--- config.mk ---
export PLATFORM = sky130hd
export DESIGN_NAME = http_request_byte_parser
export DESIGN_NICKNAME = d
export VERILOG_FILES = /design/src/sv/hrbp_pkg.sv /design/src/sv/hrbp_classify.sv /design/src/sv/hrbp_fsm.sv /design/src/sv/http_request_byte_parser.sv
export SDC_FILE = /design/constraint.sdc
export NUM_CORES = 1
export LEC_CHECK = 0
export ABC_AREA = 1
export BUFFER_PORTS_ARGS = -buffer_cell sky130_fd_sc_hd__buf_2
export CAP_MARGIN = 30
export CORE_MARGIN = 2
export CORE_UTILIZATION = 50
export DETAILED_ROUTE_END_ITERATION = 16
export GPL_TIMING_DRIVEN = 0
export PLACE_DENSITY = 0.69
export REMOVE_ABC_BUFFERS = 1
export SKIP_CTS_REPAIR_TIMING = 1
export SKIP_LAST_GASP = 1
export SYNTH_ARGS = -nofsm -noshare
export SYNTH_HDL_FRONTEND = slang
export SYNTH_SLANG_ARGS = --single-unit
--- constraint.sdc ---
create_clock -name clock -period 3.7 [get_ports clock]
set_input_delay 0.925 -clock clock [delete_from_list [all_inputs] [get_ports clock]]
set_output_delay 0.925 -clock clock [all_outputs]
set_load 0.01 [all_outputs]
--- src/sv/hrbp_pkg.sv ---
// ----------------------------------------------------------------------------
// hrbp_pkg
// Shared types and constants for the request head byte parser.
// ----------------------------------------------------------------------------
package hrbp_pkg;

   typedef enum logic [19:0] {
      ST_START      = 20'h00001,
      ST_START_LF   = 20'h00002,
      ST_METHOD     = 20'h00004,
      ST_URI        = 20'h00008,
      ST_H          = 20'h00010,
      ST_HT         = 20'h00020,
      ST_HTT        = 20'h00040,
      ST_HTTP       = 20'h00080,
      ST_SLASH      = 20'h00100,
      ST_MAJOR      = 20'h00200,
      ST_DOT        = 20'h00400,
      ST_MINOR      = 20'h00800,
      ST_LINE_CR    = 20'h01000,
      ST_LINE_LF    = 20'h02000,
      ST_NAME_START = 20'h04000,
      ST_NAME       = 20'h08000,
      ST_VALUE      = 20'h10000,
      ST_HDR_LF     = 20'h20000,
      ST_HDR_LWS    = 20'h40000,
      ST_HDR_END    = 20'h80000
   } state_type;

   localparam logic [1:0] STAT_PROGRESS = 2'd0;
   localparam logic [1:0] STAT_ACCEPT   = 2'd1;
   localparam logic [1:0] STAT_REJECT   = 2'd2;

   localparam logic [2:0] ROLE_NONE   = 3'd0;
   localparam logic [2:0] ROLE_METHOD = 3'd1;
   localparam logic [2:0] ROLE_URI    = 3'd2;
   localparam logic [2:0] ROLE_NAME   = 3'd3;
   localparam logic [2:0] ROLE_VALUE  = 3'd4;
   localparam logic [2:0] ROLE_MAJOR  = 3'd5;
   localparam logic [2:0] ROLE_MINOR  = 3'd6;

   localparam logic [7:0] CH_HT    = 8'd9;
   localparam logic [7:0] CH_LF    = 8'd10;
   localparam logic [7:0] CH_CR    = 8'd13;
   localparam logic [7:0] CH_SP    = 8'd32;
   localparam logic [7:0] CH_DEL   = 8'd127;
   localparam logic [7:0] CH_CTL_HI = 8'd31;
   localparam logic [7:0] CH_UPPER_H = 8'h48;
   localparam logic [7:0] CH_UPPER_T = 8'h54;
   localparam logic [7:0] CH_UPPER_P = 8'h50;
   localparam logic [7:0] CH_SLASH  = 8'h2F;
   localparam logic [7:0] CH_DOT    = 8'h2E;
   localparam logic [7:0] CH_COLON  = 8'h3A;
   localparam logic [7:0] CH_ZERO   = 8'h30;
   localparam logic [7:0] CH_NINE   = 8'h39;

   typedef struct packed {
      logic ctl;
      logic token;
      logic uri;
      logic digit;
      logic cr;
      logic lf;
      logic sp;
      logic ht;
   } char_class_type;

   typedef struct packed {
      logic [1:0] parse_status;
      logic [2:0] byte_role;
      logic       header_begins;
      logic [7:0] byte_value;
   } result_type;

endpackage

--- src/sv/hrbp_classify.sv ---
// ----------------------------------------------------------------------------
// hrbp_classify
// Sorts one byte into the character classes the parser tests against.
// ----------------------------------------------------------------------------
module hrbp_classify
   import hrbp_pkg::*;
(
   input  logic [7:0]     data_byte,
   output char_class_type cls
);

   logic is_sep;
   logic is_uri_mark;

   always_comb begin
      is_sep = data_byte inside {8'h28, 8'h29, 8'h3C, 8'h3E, 8'h40, 8'h2C, 8'h3B,
                                 8'h3A, 8'h5C, 8'h22, 8'h2F, 8'h5B, 8'h5D, 8'h3F,
                                 8'h3D, 8'h7B, 8'h7D, CH_SP, CH_HT};
      is_uri_mark = data_byte inside {8'h3B, 8'h2F, 8'h3F, 8'h3A, 8'h40, 8'h26, 8'h3D,
                                      8'h2B, 8'h24, 8'h2C, 8'h2D, 8'h5F, 8'h2E, 8'h21,
                                      8'h7E, 8'h2A, 8'h27, 8'h28, 8'h29, 8'h25};
      cls.ctl   = (data_byte <= CH_CTL_HI) || (data_byte == CH_DEL);
      cls.token = (data_byte > CH_SP) && (data_byte < CH_DEL) && !is_sep;
      cls.digit = data_byte inside {[CH_ZERO:CH_NINE]};
      cls.uri   = (data_byte inside {[8'h61:8'h7A], [8'h41:8'h5A], [CH_ZERO:CH_NINE]})
                  || is_uri_mark;
      cls.cr    = (data_byte == CH_CR);
      cls.lf    = (data_byte == CH_LF);
      cls.sp    = (data_byte == CH_SP);
      cls.ht    = (data_byte == CH_HT);
   end

endmodule

--- src/sv/hrbp_fsm.sv ---
// ----------------------------------------------------------------------------
// hrbp_fsm
// Parser state register and the single-pass next state and result logic.
// ----------------------------------------------------------------------------
module hrbp_fsm
   import hrbp_pkg::*;
(
   input  logic           clock,
   input  logic           reset,
   input  logic           step_en,
   input  logic [7:0]     data_byte,
   input  char_class_type cls,
   output result_type     result
);

   state_type state_ff;
   state_type state_in;
   state_type next_state;
   logic       ok;
   logic [1:0] stat;
   logic [2:0] role;
   logic       begins;
   logic [7:0] val;

   always_comb begin
      next_state = state_ff;
      ok     = 1'b0;
      stat   = STAT_PROGRESS;
      role   = ROLE_NONE;
      begins = 1'b0;
      val    = data_byte;
      case (state_ff)
         ST_START: begin
            if (cls.cr) begin
               next_state = ST_START_LF;
               ok = 1'b1;
            end else if (cls.token) begin
               next_state = ST_METHOD;
               role = ROLE_METHOD;
               ok = 1'b1;
            end
         end
         ST_START_LF: begin
            if (cls.lf) begin
               next_state = ST_START;
               ok = 1'b1;
            end
         end
         ST_METHOD: begin
            if (cls.token) begin
               role = ROLE_METHOD;
               ok = 1'b1;
            end else if (cls.sp) begin
               next_state = ST_URI;
               ok = 1'b1;
            end
         end
         ST_URI: begin
            if (cls.uri) begin
               role = ROLE_URI;
               ok = 1'b1;
            end else if (cls.sp) begin
               next_state = ST_H;
               ok = 1'b1;
            end
         end
         ST_H: begin
            if (data_byte == CH_UPPER_H) begin
               next_state = ST_HT;
               ok = 1'b1;
            end
         end
         ST_HT: begin
            if (data_byte == CH_UPPER_T) begin
               next_state = ST_HTT;
               ok = 1'b1;
            end
         end
         ST_HTT: begin
            if (data_byte == CH_UPPER_T) begin
               next_state = ST_HTTP;
               ok = 1'b1;
            end
         end
         ST_HTTP: begin
            if (data_byte == CH_UPPER_P) begin
               next_state = ST_SLASH;
               ok = 1'b1;
            end
         end
         ST_SLASH: begin
            if (data_byte == CH_SLASH) begin
               next_state = ST_MAJOR;
               ok = 1'b1;
            end
         end
         ST_MAJOR: begin
            if (cls.digit) begin
               next_state = ST_DOT;
               role = ROLE_MAJOR;
               val = data_byte - CH_ZERO;
               ok = 1'b1;
            end
         end
         ST_DOT: begin
            if (data_byte == CH_DOT) begin
               next_state = ST_MINOR;
               ok = 1'b1;
            end
         end
         ST_MINOR: begin
            if (cls.digit) begin
               next_state = ST_LINE_CR;
               role = ROLE_MINOR;
               val = data_byte - CH_ZERO;
               ok = 1'b1;
            end
         end
         ST_LINE_CR: begin
            if (cls.cr) begin
               next_state = ST_LINE_LF;
               ok = 1'b1;
            end
         end
         ST_LINE_LF: begin
            if (cls.lf) begin
               next_state = ST_NAME_START;
               ok = 1'b1;
            end
         end
         ST_NAME_START: begin
            if (cls.cr) begin
               next_state = ST_HDR_END;
               ok = 1'b1;
            end else if (cls.token) begin
               next_state = ST_NAME;
               role = ROLE_NAME;
               begins = 1'b1;
               ok = 1'b1;
            end
         end
         ST_NAME: begin
            if (cls.token) begin
               role = ROLE_NAME;
               ok = 1'b1;
            end else if (data_byte == CH_COLON) begin
               next_state = ST_VALUE;
               ok = 1'b1;
            end
         end
         ST_VALUE: begin
            if (cls.sp || cls.ht) begin
               ok = 1'b1;
            end else if (cls.cr) begin
               next_state = ST_HDR_LF;
               ok = 1'b1;
            end else if (!cls.ctl) begin
               role = ROLE_VALUE;
               ok = 1'b1;
            end
         end
         ST_HDR_LF: begin
            if (cls.lf) begin
               next_state = ST_HDR_LWS;
               ok = 1'b1;
            end
         end
         ST_HDR_LWS: begin
            if (cls.sp || cls.ht) begin
               next_state = ST_VALUE;
               ok = 1'b1;
            end else if (cls.cr) begin
               next_state = ST_HDR_END;
               ok = 1'b1;
            end else if (cls.token) begin
               next_state = ST_NAME;
               role = ROLE_NAME;
               begins = 1'b1;
               ok = 1'b1;
            end
         end
         ST_HDR_END: begin
            if (cls.lf) begin
               stat = STAT_ACCEPT;
               ok = 1'b1;
            end
         end
         default: begin
            ok = 1'b0;
         end
      endcase
      // rejected byte leaves the state alone
      if (!ok) begin
         next_state = state_ff;
         stat   = STAT_REJECT;
         role   = ROLE_NONE;
         begins = 1'b0;
         val    = data_byte;
      end
   end

   assign result.parse_status  = stat;
   assign result.byte_role     = role;
   assign result.header_begins = begins;
   assign result.byte_value    = val;

   assign state_in = step_en ? next_state : state_ff;

   always_ff @(posedge clock) begin
      if (reset) begin
         state_ff <= ST_START;
      end else begin
         state_ff <= state_in;
      end
   end

`ifndef ASSERT_OFF
   a_reject_holds_state: assert property (@(posedge clock) disable iff (reset)
      (step_en && stat == STAT_REJECT) |=> $stable(state_ff))
      else $error("state moved on a rejected byte");

   a_accept_at_end: assert property (@(posedge clock) disable iff (reset)
      (step_en && stat == STAT_ACCEPT) |=> (state_ff == ST_HDR_END))
      else $error("accept outside header end");

   a_begins_is_name: assert property (@(posedge clock) disable iff (reset)
      begins |-> (role == ROLE_NAME && (state_ff == ST_NAME_START
                  || state_ff == ST_HDR_LWS)))
      else $error("header start flag on a non-name byte");

   a_digit_range: assert property (@(posedge clock) disable iff (reset)
      (role == ROLE_MAJOR || role == ROLE_MINOR) |-> (val <= 8'd9))
      else $error("version digit out of range");
`endif

endmodule

--- src/sv/http_request_byte_parser.sv ---
// ----------------------------------------------------------------------------
// http_request_byte_parser
// Byte-wide HTTP/1.x request head parser with a registered result channel.
// ----------------------------------------------------------------------------
// Takes one byte per transfer and returns one result per byte, in order: the
// parse status, the role of the byte, a header start flag and the byte (or the
// version digit value). A byte is accepted every cycle while the result side
// does not stall; a result passes through the input register and then the
// result register, with the parser state updated in the same pass that forms
// the result. Stall on the result side backs up through both registers.
module http_request_byte_parser
   import hrbp_pkg::*;
(
   input  logic       clock,
   input  logic       reset,
   input  logic       req_valid,
   output logic       req_stall,
   input  logic [7:0] req_data_byte,
   output logic       rsp_valid,
   input  logic       rsp_stall,
   output logic [1:0] rsp_parse_status,
   output logic [2:0] rsp_byte_role,
   output logic       rsp_header_begins,
   output logic [7:0] rsp_byte_value
);

   logic           in_valid_ff;
   logic           in_valid_in;
   logic [7:0]     in_byte_ff;
   logic           rsp_valid_ff;
   logic           rsp_valid_in;
   result_type     rsp_result_ff;
   result_type     step_result;
   char_class_type cls;
   logic           out_free;
   logic           advance;
   logic           take;

   assign out_free  = !rsp_valid_ff || !rsp_stall;
   assign advance   = in_valid_ff && out_free;
   assign req_stall = in_valid_ff && !out_free;
   assign take      = req_valid && !req_stall;

   assign in_valid_in  = req_stall ? in_valid_ff : req_valid;
   assign rsp_valid_in = out_free ? in_valid_ff : rsp_valid_ff;

   hrbp_classify u_classify (
      .data_byte (in_byte_ff),
      .cls       (cls)
   );

   hrbp_fsm u_fsm (
      .clock     (clock),
      .reset     (reset),
      .step_en   (advance),
      .data_byte (in_byte_ff),
      .cls       (cls),
      .result    (step_result)
   );

   always_ff @(posedge clock) begin
      if (reset) begin
         in_valid_ff  <= 1'b0;
         rsp_valid_ff <= 1'b0;
      end else begin
         in_valid_ff  <= in_valid_in;
         rsp_valid_ff <= rsp_valid_in;
      end
   end

   always_ff @(posedge clock) begin
      if (take) begin
         in_byte_ff <= req_data_byte;
      end
      if (advance) begin
         rsp_result_ff <= step_result;
      end
   end

   assign rsp_valid         = rsp_valid_ff;
   assign rsp_parse_status  = rsp_result_ff.parse_status;
   assign rsp_byte_role     = rsp_result_ff.byte_role;
   assign rsp_header_begins = rsp_result_ff.header_begins;
   assign rsp_byte_value    = rsp_result_ff.byte_value;

`ifndef ASSERT_OFF
   a_no_overwrite: assert property (@(posedge clock) disable iff (reset)
      (rsp_valid_ff && rsp_stall) |=> (rsp_valid_ff && $stable(rsp_result_ff)))
      else $error("stalled result overwritten");

   a_input_held: assert property (@(posedge clock) disable iff (reset)
      req_stall |=> (in_valid_ff && $stable(in_byte_ff)))
      else $error("held input byte lost");

   a_advance_fills: assert property (@(posedge clock) disable iff (reset)
      advance |=> rsp_valid_ff)
      else $error("result transfer dropped");
`endif

endmodule

==> results of run 1 <==
## metal layers
metal  routed length, µm  track usage (%)
met5                   0                0
met4                 130             6.43
met1                4440             38.2
met3                 525             3.02
met2                3890             37.1
## layout make-up
type                    count  area [µm²]
multi-input cells         413        2090
well taps                  96         120
inverters                  69         259
clock buffers               5        68.8
flip-flops and latches     44        1100
repair buffers             27         135
clock inverters             3        25.0
fillers                   694        2990
## state kept, by name (all words and copies together), names as in the netlist
name and flops:
rsp_byte_value 8, rsp_parse_status 2, in_byte_ff 8, u_fsm.state_ff 20
rsp_byte_role 3, rsp_header_begins 1, rsp_valid 1, in_valid_ff 1
## stage by stage
stage | area (µm²) | setup WS [ns] | instances | util, % | hold WS (ns)
floorplan | 3450 | 0.877 | 526 | - | 0.450
global placement | 3700 | 0.0535 | 649 | 54.5 | 0.475
detailed placement | 3710 | 0.546 | 649 | 54.6 | 0.477
CTS | 3800 | 0.860 | 657 | 56.0 | 0.492
global route | 3800 | 0.547 | 657 | 56.0 | 0.506
finish | 3800 | 0.806 | 657 | 56.0 | 0.492
## synth_stat cells (all sizes together), types with 2 or more instances
master  instances  area share, %
o21bai          2           0.43
o31ai           2           0.43
o21ai          11            1.6
buf             8            1.8
nor2          113             16
nand3          64             10
a21oi          18            3.4
edfxtp         22             19
nand3b          4           0.85
nand4          11            2.0
nand2         165             19
clkbuf          4           0.43
nor3           11            1.7
inv            69            7.3
ha              5            1.8
dfxtp          22             12
## worst max path at each step
stage              start  cells after the start            endpoint  slack (ns)
6_report       rsp_stall                     10   u_fsm.state_ff[4]        0.81
5_1_grt        rsp_stall                     10   u_fsm.state_ff[4]        0.55
4_1_cts        rsp_stall                     10   u_fsm.state_ff[4]        0.86
3_5_place_dp   rsp_stall                     10   u_fsm.state_ff[4]        0.55
3_3_place_gp   rsp_stall                     10   u_fsm.state_ff[4]        0.05
2_1_floorplan  rsp_stall                      9  u_fsm.state_ff[13]        0.88
## power groups by stage
stage / clock (mW) / sequential, mW / combinational (mW)
CTS: 0.333 / 0.578 / 0.510
global placement: 0 / 0.588 / 0.499
global route: 0.350 / 0.584 / 0.570
floorplan: 0 / 0.588 / 0.388
detailed placement: 0 / 0.589 / 0.509
finish: 0.326 / 0.579 / 0.514
## cell families (layout without fill, tap and decap cells)
kind of cell | after synthesis | count (layout) | share of synthesized area [%]
xor+xnor | 1 | 1 | 0.248
flops | 44 | 44 | 31.2
buf+inv | 81 | 104 | 9.54
fa+ha+maj | 5 | 5 | 1.77
simple gates | 370 | 370 | 50.4
compound gates | 37 | 37 | 6.81
## cell usage in the layout, fill, tap and decap left out, types with 10 or more instances in the layout
cell type,instances
inv_2,13
nand4_1,11
nor3_1,10
nand2_1,146
o21ai_0,11
inv_1,56
nand3_1,59
nor2_1,83
nor2_2,20
buf_2,27
dfxtp_1,22
nand2_2,15
edfxtp_1,22
## worst max-delay path, delay by kind of cell
family	cells	cell delay (ns)
buffers and inverters	1	0.11
and+or+nand+nor	7	1.24
AOI/OAI and AO/OA	2	0.87
==> impl_metrics.py, run 1 <==
metrics = {
    "floorplan": {
        "die-area_um2": 7740,
        "ios": 28,
        "die_y_um": 88.0,
        "die_w_um": 88.0,
        "fp.coreArea_um2": 6790,
        "start_util_pct": 51.9,
        "fp-row-count": 30,
    },
    "worst_setup_path": {
        "path_cells": "buf_2 -> a21oi_2 -> nand2_1 -> nor2_1 -> nand3_1 -> nor2_1 -> nand3_4 -> nor2_2 -> nand3_1 -> a21oi_2",
        "reg2regPathDepth": 13,
        "cp_slowest_cell": "a21oi_2",
        "slowest_delay_ns": 0.72,
        "r2r_slack_ns": 0.89,
        "r2r_end": "u_fsm.state_ff[4]",
        "end_kind": "register",
        "crit_arrival_ns": 3.15,
        "worstSetupStartpointType": "input port",
        "reg2reg_from": "u_fsm.state_ff[12]",
        "path_class": "in2reg",
        "crit_fanout": 15,
        "required_ns": 3.95,
    },
    "grt": {
        "grt_pass1_vias": 3096,
        "grt_max_degree": 22,
        "grt_use_total_pct": 25.0,
        "antenna_found_initial": 0,
        "grt_pass1_wl_um": 15100,
        "grt-ovfl-total": 0,
    },
    "clock_tree": {
        "cts_tree": "done",
        "cts.path.max_buffers": 2,
        "h-tree-depth": 2,
        "numCtsBuffers": 5,
        "cts_root_buf": "clkbuf_8",
        "clock_sinks": 44,
        "clk_latency_ns": 0.31,
        "clk_pin_slew_worst_paths_ns": 0.10,
    },
    "route": {
        "wl_per_cell_um": 13.7,
        "vias_per_cell": 5.30,
        "drcViolationCount": 0,
        "drtIter0Drc": 306,
        "drt-total-wl_um": 8990,
        "detail-route-antenna-nets": 0,
        "drtPass1Iterations": 5,
        "vias": 3483,
    },
    "sta": {
        "hold_violations": 0,
        "rsz0062_at_grt": "false",
        "fin_tns_setup_ns": 0,
        "fmax_mhz": 346,
        "fin_crit_sh_pct": 78.2,
        "setup_viol": 0,
        "relSlewSlack_pct": 36.3,
        "tightest_slew_ns": 0.956,
        "period_needed_ns": 2.89,
        "finalClockSkew_ns": 0.00878,
        "drv_slew": 0,
    },
    "pwr": {
        "switchingPower_mw": 0.588,
        "p_int_mw": 0.831,
        "p_total_mw": 1.42,
        "power.density_nw_per_um2": 373,
        "ir_drop_mv": 0.206,
        "p_clk_share_pct": 23.0,
        "p_sw_share_pct": 41.4,
        "p_comb_share_pct": 36.3,
        "leakage_nw": 1.80,
        "power_frac_seq_pct": 40.8,
    },
    "logic_synthesis": {
        "synth.avg_cell_area_um2": 6.56,
        "async_flop_share_pct": 0,
        "yosys_most_used_dff": "edfxtp_1",
        "netlist-cell-type-count": 35,
        "ys_ff_latch": 44,
        "synth_edf_count": 22,
        "yosys_warnings": 0,
        "netlist_instances": 538,
        "netlist_area_um2": 3530,
        "seq_area_frac_synth_pct": 31.2,
    },
    "hold_path": {
        "hold_path_depth": 2,
        "hold_start": "u_fsm.state_ff[2]",
        "hold_class": "reg2reg",
        "min_to": "u_fsm.state_ff[2]",
    },
    "status": {
        "status": "finished clean",
    },
    "final_layout": {
        "area_delta_synth_final_pct": 7.80,
        "diodes": 0,
        "final_nets": 577,
        "final_layout_size_suffix_gt1_share_pct": 20.0,
    },
    "placed_design": {
        "gp_congestion": 0.960,
        "hpwl_um": 7170,
        "portBuffers": 27,
    },
    "run": {
        "cap_viol_max_count": 0,
    },
}
No activity file was read; power rests on OpenSTA's default activity.
==> run 2, diff against run 1 <==
--- a/config.mk
+++ b/config.mk
@@ -12,7 +12,7 @@
 export CORE_UTILIZATION = 50
 export DETAILED_ROUTE_END_ITERATION = 16
 export GPL_TIMING_DRIVEN = 0
-export PLACE_DENSITY = 0.69
+export PLACE_DENSITY = 0.72
 export REMOVE_ABC_BUFFERS = 1
 export SKIP_CTS_REPAIR_TIMING = 1
 export SKIP_LAST_GASP = 1
==> constraint.sdc (replaced) <==
create_clock -name clock -period 2.4 [get_ports clock]
set_input_delay 0.6 -clock clock [delete_from_list [all_inputs] [get_ports clock]]
set_output_delay 0.6 -clock clock [all_outputs]
set_load 0.01 [all_outputs]
==> run 2 against run 1 <==
Register-to-register slack worse by 1.0 ns. Combinational power is 100% higher. Via count is 6.9% higher. Final cell count is 4.9% higher. Cell area is 13% higher. Critical path depth is 5 higher. Clock skew is 0.0023 ns higher. Largest cell class unchanged. Clock-buffer cell count stayed put. Utilization is 7.0 points higher. Setup slack worse by 0.94 ns. The run now ends with setup timing left. Wire length is 7.4% higher. Die area stayed put.
==> impl_metrics.py, run 2 (same netlist as run 1, synthesis figures left out) <==
metrics = {
    "floorplan": {
        "start_util_pct": 51.9,
        "die-area_um2": 7740,
        "die_w_um": 88.0,
        "die_y_um": 88.0,
        "ios": 28,
        "fp.coreArea_um2": 6790,
        "fp-row-count": 30,
    },
    "grt": {
        "met1_usage_pct": 36.8,
        "grt_pass1_wl_um": 14800,
        "grt_pass1_vias": 3032,
        "grt_use_met3_pct": 3.68,
        "grt_max_degree": 22,
        "antenna_found_initial": 0,
        "grt_use_total_pct": 24.4,
        "grt-ovfl-total": 0,
        "grtUsageMet2_pct": 36.2,
        "grt_busiest_layer": "met1",
    },
    "final_layout": {
        "stdcell_area_um2": 4280,
        "largest_register_ffs": 20,
        "utilization_pct": 63.0,
        "final_layout_size_suffix_gt1_share_pct": 27.5,
        "final_common_cell": "nand2_1",
        "mostFrequentLayoutCells": "nand2_1, nor2_1, nand3_1, inv_1, buf_2",
        "diodes": 0,
        "area_delta_synth_final_pct": 21.3,
        "regMostFlops": "u_fsm.state_ff",
        "final_nets": 609,
    },
    "sta": {
        "drv_slew": 0,
        "fmax_mhz": 394,
        "timing.final.ws_setup_ns": -0.138,
        "relSlewSlack_pct": 61.9,
        "fin_crit_sh_pct": 106,
        "rsz0062_at_grt": "true",
        "setup_viol": 20,
        "finalClockSkew_ns": 0.0111,
        "whs_ns": 0.461,
        "tightest_slew_ns": 0.571,
        "period_needed_ns": 2.54,
        "hold_violations": 0,
    },
    "placed_design": {
        "portBuffers": 27,
        "hpwl_um": 6960,
        "gp_congestion": 0.965,
        "placed_cell_area_um2": 3710,
    },
    "run": {
        "cap_viol_max_count": 0,
    },
    "route": {
        "drtIter0Drc": 485,
        "vias": 3722,
        "detail-route-antenna-nets": 0,
        "drt-total-wl_um": 9650,
        "vias_per_cell": 5.40,
        "wl_per_cell_um": 14.0,
        "drtPass1Iterations": 6,
        "drcViolationCount": 0,
    },
    "status": {
        "status": "finished with violations",
        "violations": "setup timing",
    },
    "pwr": {
        "p_total_mw": 2.44,
        "ir_drop_mv": 0.320,
        "leakage_nw": 1.99,
        "power.density_nw_per_um2": 570,
    },
    "worst_setup_path": {
        "crit_fanout": 6,
        "crit_arrival_ns": 2.78,
        "end_kind": "register",
        "worstSetupStartpointType": "register",
        "critPathLaunch": "in_byte_ff[5]",
        "required_ns": 2.65,
        "path_class": "reg2reg",
        "reg2reg_from": "in_byte_ff[5]",
    },
    "hold_path": {
        "hold_start": "req_data_byte[0]",
        "hold_class": "in2reg",
    },
    "clock_tree": {
        "clk_latency_ns": 0.31,
        "h-tree-depth": 2,
        "clock_sinks": 44,
        "cts_root_buf": "clkbuf_8",
        "cts_tree": "done",
        "cts.path.max_buffers": 2,
        "clk_pin_slew_worst_paths_ns": 0.09,
        "numCtsBuffers": 5,
    },
}
## run 2: cell count changes in the layout (fill, tap and decap cells not counted), moves of 3 or more
cell,change
buf_12,+3
buf_4,+23
ha_1,-4
ha_4,+3
inv_1,-3
nand2_2,-5
nand2_4,+4
nand3_1,-5
nand3_2,+4
nor2_1,-6
nor2_4,+8
## run 2: critical path, stage by stage, from the launching register on
cell and delay, ns:
edfxtp_1 0.43, buf_6 0.16, ha_2 0.19, inv_2 0.08, nor2_1 0.08, nand2_2 0.09
nand2_1 0.06, nor2_1 0.09, nand3_1 0.12, o21bai_1 0.19, nand2_1 0.12, nor2_4 0.14
nand3_4 0.19, nor2_4 0.29, nand3_1 0.13, a21oi_2 0.13
## run 2: path summary, 6_finish.rpt
check | endpoint | slack [ns] | cells past startpoint
hold / removal | in_byte_ff[0] | 0.46 | 1
hold reg to reg | u_fsm.state_ff[2] | 0.50 | 2
setup / recovery | u_fsm.state_ff[15] | -0.14 | 15
setup reg to reg | u_fsm.state_ff[15] | -0.14 | 15
## run 2: per-layer routing
metal	vias to the layer above	share of wire, %
li1	1842	-
met1	1683	46
met2	181	45
met3	16	8.4
met4	0	1.2
met5	-	0
## run 2: final cells by class
type	count	area, µm²
Clock buffer	5	68.8
Tap cell	96	120
Sequential cell	44	1100
Timing Repair Buffer	56	395
Inverter	69	269
Timing Repair inverter	1	6.26
Clock inverter	3	26.3
Multi-Input combinational cell	415	2290
Fill cell	616	2520
## run 2: report_power, final
group	leakage, nW	total (mW)	internal [mW]	switching, mW
Combinational	1.56	1.05	0.347	0.698
Clock	0.0491	0.513	0.215	0.298
Sequential	0.388	0.880	0.846	0.0338
## run 2: through the flow
stage | setup slack, ns | TNS, ns | instances
finish | -0.138 | -1.62 | 689
detailed placement | -0.418 | -6.75 | 649
global route | -0.280 | -4.10 | 689
floorplan | -0.0981 | -1.08 | 526
global placement | -0.966 | -17.63 | 649
CTS | -0.321 | -4.68 | 657
